$ cat src/rtl/bma_pkg.sv
// shared constants and types for the boxcar moving average
// no dependencies

package bma_pkg;

    localparam int WINDOW_MAX    = 256;
    localparam int SAMPLE_BITS   = 16;
    localparam int CFG_BITS      = 9;
    localparam int SLOT_BITS     = $clog2(WINDOW_MAX);
    localparam int COUNT_BITS    = $clog2(WINDOW_MAX + 1);
    localparam int SUM_BITS      = 24;
    localparam int FRAC_BITS     = 8;
    localparam int AVG_BITS      = 24;
    localparam int DIVIDEND_BITS = SUM_BITS + FRAC_BITS;
    localparam int STEP_BITS     = $clog2(DIVIDEND_BITS + 1);

    typedef enum logic [1:0] {
        ST_IDLE,
        ST_UPDATE,
        ST_LAUNCH,
        ST_DIVIDE
    } bma_state_t;

endpackage

$ cat src/rtl/bma_ram.sv
// generic single-write, single-read ram with registered read data
// no dependencies

module bma_ram #(
    parameter int WIDTH = 16,
    parameter int DEPTH = 256
) (
    input  logic                     aclk,
    input  logic                     wr_en,
    input  logic [$clog2(DEPTH)-1:0] wr_addr,
    input  logic [WIDTH-1:0]         wr_data,
    input  logic                     rd_en,
    input  logic [$clog2(DEPTH)-1:0] rd_addr,
    output logic [WIDTH-1:0]         rd_data
);

    logic [WIDTH-1:0] mem [DEPTH];
    logic [WIDTH-1:0] rd_data_reg;

    always_ff @(posedge aclk) begin
        if (wr_en) begin
            mem[wr_addr] <= wr_data;
        end
        if (rd_en) begin
            rd_data_reg <= mem[rd_addr];
        end
    end

    assign rd_data = rd_data_reg;

endmodule

$ cat src/rtl/bma_div.sv
// signed by unsigned restoring divider, one quotient bit per cycle
// depends on bma_pkg

module bma_div (
    input  logic                                   aclk,
    input  logic                                   aresetn,
    input  logic                                   start,
    input  logic signed [bma_pkg::DIVIDEND_BITS-1:0] dividend,
    input  logic [bma_pkg::COUNT_BITS-1:0]         divisor,
    output logic                                   done,
    output logic signed [bma_pkg::AVG_BITS-1:0]    quotient
);

    import bma_pkg::*;

    logic [DIVIDEND_BITS-1:0] quo_reg;
    logic [COUNT_BITS-1:0]    rem_reg;
    logic [COUNT_BITS-1:0]    div_reg;
    logic                     neg_reg;
    logic [STEP_BITS-1:0]     step_reg;
    logic [COUNT_BITS:0]      trial;
    logic                     fits;
    logic [COUNT_BITS:0]      diff;
    logic [DIVIDEND_BITS-1:0] signed_quo;

    assign trial = {rem_reg, quo_reg[DIVIDEND_BITS-1]};
    assign fits  = trial >= {1'b0, div_reg};
    assign diff  = trial - {1'b0, div_reg};

    always_ff @(posedge aclk) begin
        if (!aresetn) begin
            step_reg <= '0;
        end else if (start) begin
            step_reg <= STEP_BITS'(DIVIDEND_BITS);
        end else if (step_reg != '0) begin
            step_reg <= step_reg - 1'b1;
        end
    end

    always_ff @(posedge aclk) begin
        if (start) begin
            quo_reg <= dividend[DIVIDEND_BITS-1] ? (~dividend + 1'b1) : dividend;
            neg_reg <= dividend[DIVIDEND_BITS-1];
            rem_reg <= '0;
            div_reg <= divisor;
        end else if (step_reg != '0) begin
            quo_reg <= {quo_reg[DIVIDEND_BITS-2:0], fits};
            rem_reg <= fits ? diff[COUNT_BITS-1:0] : trial[COUNT_BITS-1:0];
        end
    end

    assign signed_quo = neg_reg ? (~quo_reg + 1'b1) : quo_reg;
    assign quotient   = signed_quo[AVG_BITS-1:0];
    assign done       = (step_reg == '0);

endmodule

$ cat src/rtl/boxcar_moving_average.sv
// boxcar moving average top level: sample ring in ram, running sum, divider
// depends on bma_pkg, bma_ram, bma_div
//
// input channel s_*: one signed sample word per item, with s_series_start
// clearing the sum and count before the sample is taken.
// result channel m_*: one word per item, m_average is sum * 256 / count
// truncated toward zero, m_samples_used the count in the average.
// cfg_*: writes the window length (0 acts as 1, above 256 as 256) and
// clears sum and count; cfg_ready is always high, write only while idle.
// each word passes in order through the ring read on acceptance,
// the sum update and ring write, the divider launch, 32 divider
// steps (one quotient bit each) and the load of the output register,
// and s_ready stays low from acceptance until the output register loads.
// the divider loop sets the rate; the ring is a 256 x 16 ram.
// the result sits in an output register; a new word is taken while it
// waits, but a finished division holds until that register frees up.
// reset clears sum, count, ring position and sets the window to 1;
// ring contents are not cleared, entries are only used after a write.

module boxcar_moving_average (
    input  logic                                 aclk,
    input  logic                                 aresetn,
    input  logic                                 s_valid,
    output logic                                 s_ready,
    input  logic signed [bma_pkg::SAMPLE_BITS-1:0] s_sample,
    input  logic                                 s_series_start,
    output logic                                 m_valid,
    input  logic                                 m_ready,
    output logic signed [bma_pkg::AVG_BITS-1:0]  m_average,
    output logic [bma_pkg::COUNT_BITS-1:0]       m_samples_used,
    input  logic                                 cfg_valid,
    output logic                                 cfg_ready,
    input  logic [bma_pkg::CFG_BITS-1:0]         cfg_data
);

    import bma_pkg::*;

    bma_state_t state_reg, state_next;

    logic [COUNT_BITS-1:0]         window_reg;
    logic [COUNT_BITS-1:0]         window_next;
    logic signed [SUM_BITS-1:0]    sum_reg;
    logic [COUNT_BITS-1:0]         count_reg;
    logic [SLOT_BITS-1:0]          slot_reg;
    logic signed [SAMPLE_BITS-1:0] sample_reg;
    logic                          full_reg;
    logic                          m_valid_reg;
    logic signed [AVG_BITS-1:0]    m_average_reg;
    logic [COUNT_BITS-1:0]         m_samples_used_reg;

    logic                          accept;
    logic                          cfg_write;
    logic                          out_load;
    logic [COUNT_BITS-1:0]         count_base;
    logic [SLOT_BITS-1:0]          rd_addr;
    logic [SAMPLE_BITS-1:0]        rd_data;
    logic signed [SUM_BITS-1:0]    old_ext;
    logic signed [SUM_BITS-1:0]    sum_update;
    logic                          div_done;
    logic signed [AVG_BITS-1:0]    div_quotient;
    logic                          ram_wr_en;

    assign s_ready   = (state_reg == ST_IDLE);
    assign cfg_ready = 1'b1;
    assign accept    = s_valid && s_ready;
    assign cfg_write = cfg_valid && cfg_ready;
    assign out_load  = (state_reg == ST_DIVIDE) && div_done && (!m_valid_reg || m_ready);
    assign ram_wr_en = (state_reg == ST_UPDATE);

    assign count_base = s_series_start ? '0 : count_reg;
    assign rd_addr    = slot_reg - window_reg[SLOT_BITS-1:0];
    assign old_ext    = full_reg ? SUM_BITS'($signed(rd_data)) : '0;
    assign sum_update = sum_reg - old_ext + SUM_BITS'(sample_reg);

    always_comb begin
        window_next = cfg_data;
        if (cfg_data == '0) begin
            window_next = COUNT_BITS'(1);
        end else if (cfg_data > CFG_BITS'(WINDOW_MAX)) begin
            window_next = COUNT_BITS'(WINDOW_MAX);
        end
    end

    always_ff @(posedge aclk) begin
        if (!aresetn) begin
            state_reg <= ST_IDLE;
        end else begin
            state_reg <= state_next;
        end
    end

    always_comb begin
        state_next = state_reg;
        unique case (state_reg)
            ST_IDLE: begin
                if (accept) begin
                    state_next = ST_UPDATE;
                end
            end
            ST_UPDATE: state_next = ST_LAUNCH;
            ST_LAUNCH: state_next = ST_DIVIDE;
            ST_DIVIDE: begin
                if (out_load) begin
                    state_next = ST_IDLE;
                end
            end
            default: state_next = ST_IDLE;
        endcase
    end

    always_ff @(posedge aclk) begin
        if (!aresetn) begin
            window_reg <= COUNT_BITS'(1);
            sum_reg    <= '0;
            count_reg  <= '0;
            slot_reg   <= '0;
        end else begin
            if (accept) begin
                full_reg   <= (count_base >= window_reg);
                count_reg  <= count_base;
                sample_reg <= s_sample;
                if (s_series_start) begin
                    sum_reg <= '0;
                end
            end
            if (state_reg == ST_UPDATE) begin
                sum_reg   <= sum_update;
                count_reg <= full_reg ? window_reg : count_reg + 1'b1;
                slot_reg  <= slot_reg + 1'b1;
            end
            if (cfg_write) begin
                window_reg <= window_next;
                sum_reg    <= '0;
                count_reg  <= '0;
            end
        end
    end

    always_ff @(posedge aclk) begin
        if (!aresetn) begin
            m_valid_reg <= 1'b0;
        end else if (out_load) begin
            m_valid_reg <= 1'b1;
        end else if (m_ready) begin
            m_valid_reg <= 1'b0;
        end
    end

    always_ff @(posedge aclk) begin
        if (out_load) begin
            m_average_reg      <= div_quotient;
            m_samples_used_reg <= count_reg;
        end
    end

    assign m_valid        = m_valid_reg;
    assign m_average      = m_average_reg;
    assign m_samples_used = m_samples_used_reg;

    bma_ram #(
        .WIDTH (SAMPLE_BITS),
        .DEPTH (WINDOW_MAX)
    ) u_ring (
        .aclk    (aclk),
        .wr_en   (ram_wr_en),
        .wr_addr (slot_reg),
        .wr_data (sample_reg),
        .rd_en   (accept),
        .rd_addr (rd_addr),
        .rd_data (rd_data)
    );

    bma_div u_div (
        .aclk     (aclk),
        .aresetn  (aresetn),
        .start    (state_reg == ST_LAUNCH),
        .dividend ({sum_reg, {FRAC_BITS{1'b0}}}),
        .divisor  (count_reg),
        .done     (div_done),
        .quotient (div_quotient)
    );

    a_count_in_window: assert property (@(posedge aclk) disable iff (!aresetn)
        count_reg <= window_reg)
        else $error("count exceeds window");

    a_window_range: assert property (@(posedge aclk) disable iff (!aresetn)
        window_reg != '0 && window_reg <= COUNT_BITS'(WINDOW_MAX))
        else $error("window out of range");

    a_result_loaded: assert property (@(posedge aclk) disable iff (!aresetn)
        out_load |=> m_valid_reg && state_reg == ST_IDLE)
        else $error("finished division not loaded");

    a_used_nonzero: assert property (@(posedge aclk) disable iff (!aresetn)
        m_valid_reg |-> m_samples_used_reg != '0)
        else $error("result with empty window");

    a_divider_idle_at_launch: assert property (@(posedge aclk) disable iff (!aresetn)
        state_reg == ST_LAUNCH |-> div_done)
        else $error("divider busy at launch");

endmodule

$ cat config.mk
export PLATFORM = sky130hd
export DESIGN_NAME = boxcar_moving_average
export DESIGN_NICKNAME = d
export VERILOG_FILES = /design/src/rtl/bma_pkg.sv /design/src/rtl/bma_ram.sv /design/src/rtl/bma_div.sv /design/src/rtl/boxcar_moving_average.sv
export SDC_FILE = /design/constraint.sdc
export NUM_CORES = 2
export LEC_CHECK = 0
export BUFFER_PORTS_ARGS = -buffer_cell sky130_fd_sc_hd__buf_2
export CAP_MARGIN = 15
export CORE_MARGIN = 1
export CORE_UTILIZATION = 45
export CTS_CLUSTER_DIAMETER = 150
export DETAILED_ROUTE_END_ITERATION = 16
export PLACE_DENSITY = 0.56
export RECOVER_POWER = 25
export SLEW_MARGIN = 30
export SYNTH_ARGS = -nofsm -noshare
export SYNTH_HDL_FRONTEND = slang
export SYNTH_HIERARCHICAL = 1
export SYNTH_SLANG_ARGS = --single-unit
$ cat constraint.sdc
create_clock -name aclk -period 16.1 [get_ports aclk]
set_input_delay 1.61 -clock aclk [delete_from_list [all_inputs] [get_ports aclk]]
set_output_delay 1.61 -clock aclk [all_outputs]
set_load 0.05 [all_outputs]
### After elaboration in Yosys (flattened, before gate mapping)

Memories as Yosys holds them, arrays and structs flattened. A register that Yosys moved wholly into a read port is not among the register bits.
Index checks and enable logic that the tools add are counted.

* bits in registers: 160
* memory bits (writable): 4096
* output and inout bits: 36
* memories kept: 1
* input port bits: 31

* mux-type cells: 24
* bitwise operators: 3
* equality and inequality tests: 5
* $lt $le $gt $ge: 3
* reductions and logical operators: 18
* $add $sub $neg: 9

Memory list
* u_ring.mem: words 256, bits a word 16, rd ports 1, clocked after memory_dff 1, wr ports 1, RTL line bma_ram.sv:17 `logic [WIDTH-1:0] mem [DEPTH];`

Operators with widths (count)
* 2-to-1 mux 24 bit: 5
* 2-to-1 mux 32 bit: 3
* 2-to-1 mux 9 bit: 7
* adder 32 x 1 -> 32 bit (second input constant): 1
* NOT 32 bit: 1
* adder 24 x 1 -> 24 bit (second input constant): 1
* adder 24 x 16 -> 24 bit: 1
* NOT 24 bit: 1
* subtractor 24 bit: 1
* 2-to-1 mux 6 bit: 2
* >= comparator 10 x 9 -> 1 bit: 1
* adder 9 x 1 -> 9 bit (second input constant): 1
* >= comparator 9 bit: 1
* greater-than comparator 9 bit (second input constant): 1
* logical NOT 9 bit: 1
* subtractor 9 bit: 1
* adder 8 x 1 -> 8 bit (second input constant): 1
* one-hot mux 2 bit (4 select lines): 1
* nonzero test 2 bit: 4
* subtractor 8 bit: 1
* logical NOT 6 bit: 1
* AND reduction 2 bit: 3
* nonzero test 6 bit: 1
* subtractor 6 x 1 -> 6 bit (second input constant): 1
* other kinds (12): 20

### Depth between registers and ports, before layout

* depth in word-level cells: 5
* gate-level depth with buffers: 17
* gate-level depth less buffers: 15

### Hierarchy

The synthesis kept the hierarchy.

Modules (own cells, without submodules)
* bma_ram: seq. area each 123478.4 µm², cells each 7360, instances 1, area an instance 158874.9 µm²
* boxcar_moving_average: seq. area each 2562.5 µm², cells each 657, instances 1, area an instance 6286.0 µm²
* bma_div: seq. area each 1561.5 µm², cells each 432, instances 1, area an instance 4025.1 µm²

### Worst setup path after synthesis

OpenSTA, ideal clock, no wires.

* path type: register to register
* from: register sample_reg[15]
* to: register sum_reg[21]
* setup time: 74 ps
* required time: 16026 ps
* stages on the path, launching flop included: 11
* period minus slack after synthesis: 6861 ps
* slack: 9239 ps
* arrival time: 6786 ps
* path through: edfxtp_1 -> inv_1 -> fa_1 -> inv_1 -> ha_1 -> nand3_1 -> nor4_1 -> and3_1 -> a32oi_1 -> xor2_1 -> o21ai_0

* cells in the longest elaborated chain, start to end: 2

RTL lines
* from (decl): RTL line boxcar_moving_average.sv:45 `logic signed [SAMPLE_BITS-1:0] sample_reg;`
* from (signal assigned): RTL line boxcar_moving_average.sv:121 `sample_reg <= s_sample;`
* adder 24 x 16 -> 24 bit: RTL line boxcar_moving_average.sv:73 `assign sum_update = sum_reg - old_ext + SUM_BITS'(sample_reg);`
* 2-to-1 mux 24 bit: RTL line boxcar_moving_average.sv:126 `if (state_reg == ST_UPDATE) begin`
* to (signal assigned): RTL line boxcar_moving_average.sv:127 `sum_reg <= sum_update;`
* to (decl): RTL line boxcar_moving_average.sv:42 `logic signed [SUM_BITS-1:0] sum_reg;`

No other way between the ends.
A chain may end at the register's enable or synchronous reset.

### Final worst setup path

* from: register sample_reg[5]
* to: memory u_ring.mem[38][5] (data pin)

RTL lines (RTL line)
* to (decl): bma_ram.sv:17

Straight into the memory's write port.

==> impl_metrics.csv <==
group,metric,value,unit
grt,grt_pass1_vias,85490,
power_and_ir_drop,power_leakage,62.27,nW
route,final_antenna_net_count,0,
floorplanning,start_util,0.4532,
worst_setup_path,crit_path_start_kind,"flop",
route,first_iter_violations,10780,
placement,gp_congestion,0.8360,
power_and_ir_drop,powerDensity,177.4,nW/µm²
job,max-cap-violations,36,
route,vias_per_cell,6.133,
worst_setup_path,crit_type,"flop to flop",
layout,syn_to_final_growth,12.80,%
sta,fin_tns_setup,0,ns
hold_path,min_path_type,"flop to flop",
synthesis,yosysSeqAreaShare,0.7542,
worst_setup_path,worst-path-max-fanout,114,
synthesis,yosys_warnings,6,
synthesis,async_flop_share,0,
sta,tightest_slew,9.161,ns
synthesis,syn_area,169200,µm²
sta,worst_clock_skew,0.05857,ns
clocking,htree_levels,5,
route,routedWlPerCell,32.70,µm
floorplanning,fp.dieH,615.2,µm
route,drt_pass1_iterations,5,
sta,fmax,104.5,MHz
synthesis,synth_ff_type,"edfxtp_1",
layout,final_common_cell,"edfxtp_1",
layout,fin_cells,14270,
run_status,failed_checks,"max-capacitance violations, max-slew violations",
worst_setup_path,crit_required,16.77,ns
grt,antenna_found_initial,28,
clocking,cts_max_path_buffers,4,
sta,hold_violations,0,
placement,placed_cells,13460,
clocking,clock-sinks,4272,
layout,nets,9046,
run_status,status,"finished, violations left",
clocking,path_clk_slew,0.06,ns
sta,post-route-period-util,0.5944,
route,routed_wl,466600,µm
clocking,cts_hold_buffers,0,
clocking,post-cts-setup-buffers,0,
worst_setup_path,worstPathArrival,10.24,ns
layout,largest_register_ffs,4096,
floorplanning,die_area,378400,µm²
layout,layout_common_cells,"edfxtp_1 (4,204), mux4_2 (797), mux2i_1 (577), clkbuf_16 (444), buf_4 (372)",
sta,max_slew_margin,-5.107,
synthesis,avgSynthCellArea,20.02,µm²
grt,grt_max_degree,194,
synthesis,synth_edf_count,4204,
floorplanning,rows,224,
placement,dp_hpwl,274400,µm
sta,maxSlewViolCount,2423,
sta,rsz0062_at_grt,"false",
grt,grt_pass1_wl,658200,µm
clocking,cts_tree,"built",
placement,place_area,177200,µm²
placement,portBuffers,65,
route,drc,0,
synthesis,synth-seq-cells,4272,
route,route.vias.total,87500,
layout,drive_above_1_share,0.2288,
floorplanning,pin_count,67,
power_and_ir_drop,ir_drop,0.0001786,V
clocking,cts_root_buf,"clkbuf_16",
sta,finalSetupViolCount,0,
floorplanning,core_area,373300,µm²
worst_setup_path,cp-end-kind,"flop",
layout,finalInstanceArea,190800,µm²
synthesis,synth_cells,8449,
clocking,ctsResizeCount,0,
grt,grt_overflow,0,
power_and_ir_drop,total_power,33.86,mW
synthesis,synth.distinct_cells,90,
sta,min_period,9.569,ns
floorplanning,die_x,615.2,µm
clocking,numCtsBuffers,437,
grt,grt_use_total,0.2436,
clocking,clk_latency,1.00,ns
[worst max-delay path, stage by stage (launching register included)]
cell and delay [ns]:
edfxtp_1 0.33, clkbuf_1 0.90, clkbuf_1 2.31, clkbuf_1 4.33, buf_4 1.05
[per-layer routing]
metal | part of all wire | vias to the layer above | GRT usage
met5 | 0.000073 | - | 0
met4 | 0.026 | 6 | 0.05747
met3 | 0.084 | 576 | 0.04084
met2 | 0.46 | 3890 | 0.3800
met1 | 0.43 | 46950 | 0.3600
li1 | - | 36080 | -
[final cells by class]
| cell class | count | area (µm²) |
|---|---|---|
| well taps | 4972 | 6221 |
| repair buffers | 501 | 3662 |
| clock inverters | 257 | 2265 |
| diodes | 10 | 25.02 |
| clock buffers | 537 | 11490 |
| flip-flops and latches | 4272 | 127600 |
| inverters | 129 | 511.7 |
| fillers | 29620 | 182500 |
| multi-input cells | 3590 | 39060 |
[per-stage QoR]
| stage | util | hold WS (ns) | setup slack (ns) |
|---|---|---|---|
| after floorplan | - | 0.4438 | 9.239 |
| after global placement | 0.4736 | 0.4796 | 8.695 |
| after detailed placement | 0.4746 | 0.4956 | 8.866 |
| after CTS | 0.5114 | 0.5058 | 8.864 |
| after global routing | 0.5111 | 0.5326 | 5.857 |
| final | 0.5112 | 0.4972 | 6.531 |
[cells by family after synthesis]
logic type | after synthesis | synth area share
AO/OA/AOI/OAI | 1036 | 0.04298
other | 2 | 0.00004439
flip-flops | 4272 | 0.7542
buffers and inverters | 620 | 0.01958
XOR/XNOR | 92 | 0.004763
AND/OR/NAND/NOR | 876 | 0.02468
adder cells (fa/ha/maj) | 84 | 0.007321
multiplexers | 1467 | 0.1464
[synth_stat cells, drive strengths merged (7+ instances only)]
cell type     n  area share
a2111oi       7     0.00036
a211oi       32      0.0014
a21o         22     0.00098
a21oi       240      0.0071
a221oi       30      0.0017
a22o         36      0.0019
a22oi        56      0.0025
a31oi        16     0.00063
and2         36      0.0013
and3         27      0.0010
buf         229       0.011
clkbuf      262      0.0058
dfxtp        68      0.0080
edfxtp     4204        0.75
fa           25      0.0030
ha           59      0.0044
inv         129      0.0029
mux2         93      0.0062
mux2i       577       0.034
mux4        797        0.11
nand2       103      0.0023
nand2b       17     0.00063
nand3        54      0.0016
nand4        38      0.0014
nor2        379      0.0084
nor2b        31      0.0011
nor3        113      0.0033
nor4         27      0.0010
o21ai        96      0.0028
o221ai      253       0.013
o22ai       154      0.0057
o31ai        27      0.0013
o32ai        21      0.0011
o41ai         7     0.00036
or2          10     0.00038
or3          13     0.00051
xnor2        60      0.0031
xor2         32      0.0017
[worst paths after layout]
kind / start / endpoint / slack (ns) / cells past startpoint
setup / recovery: sample_reg[5] / u_ring/mem[38][5] / 6.53 / 4
hold / removal: sum_reg[15] / sum_reg[15] / 0.50 / 2
setup reg to reg: sample_reg[5] / u_ring/mem[38][5] / 6.53 / 4
hold reg to reg: sum_reg[15] / sum_reg[15] / 0.50 / 2
[power by group]
part | internal [mW] | switching, mW | total [mW]
registers | 12.7 | 0.187 | 12.9
clock network | 5.61 | 4.23 | 9.84
logic | 4.29 | 6.83 | 11.1
(Power assumes the default switching activity.)
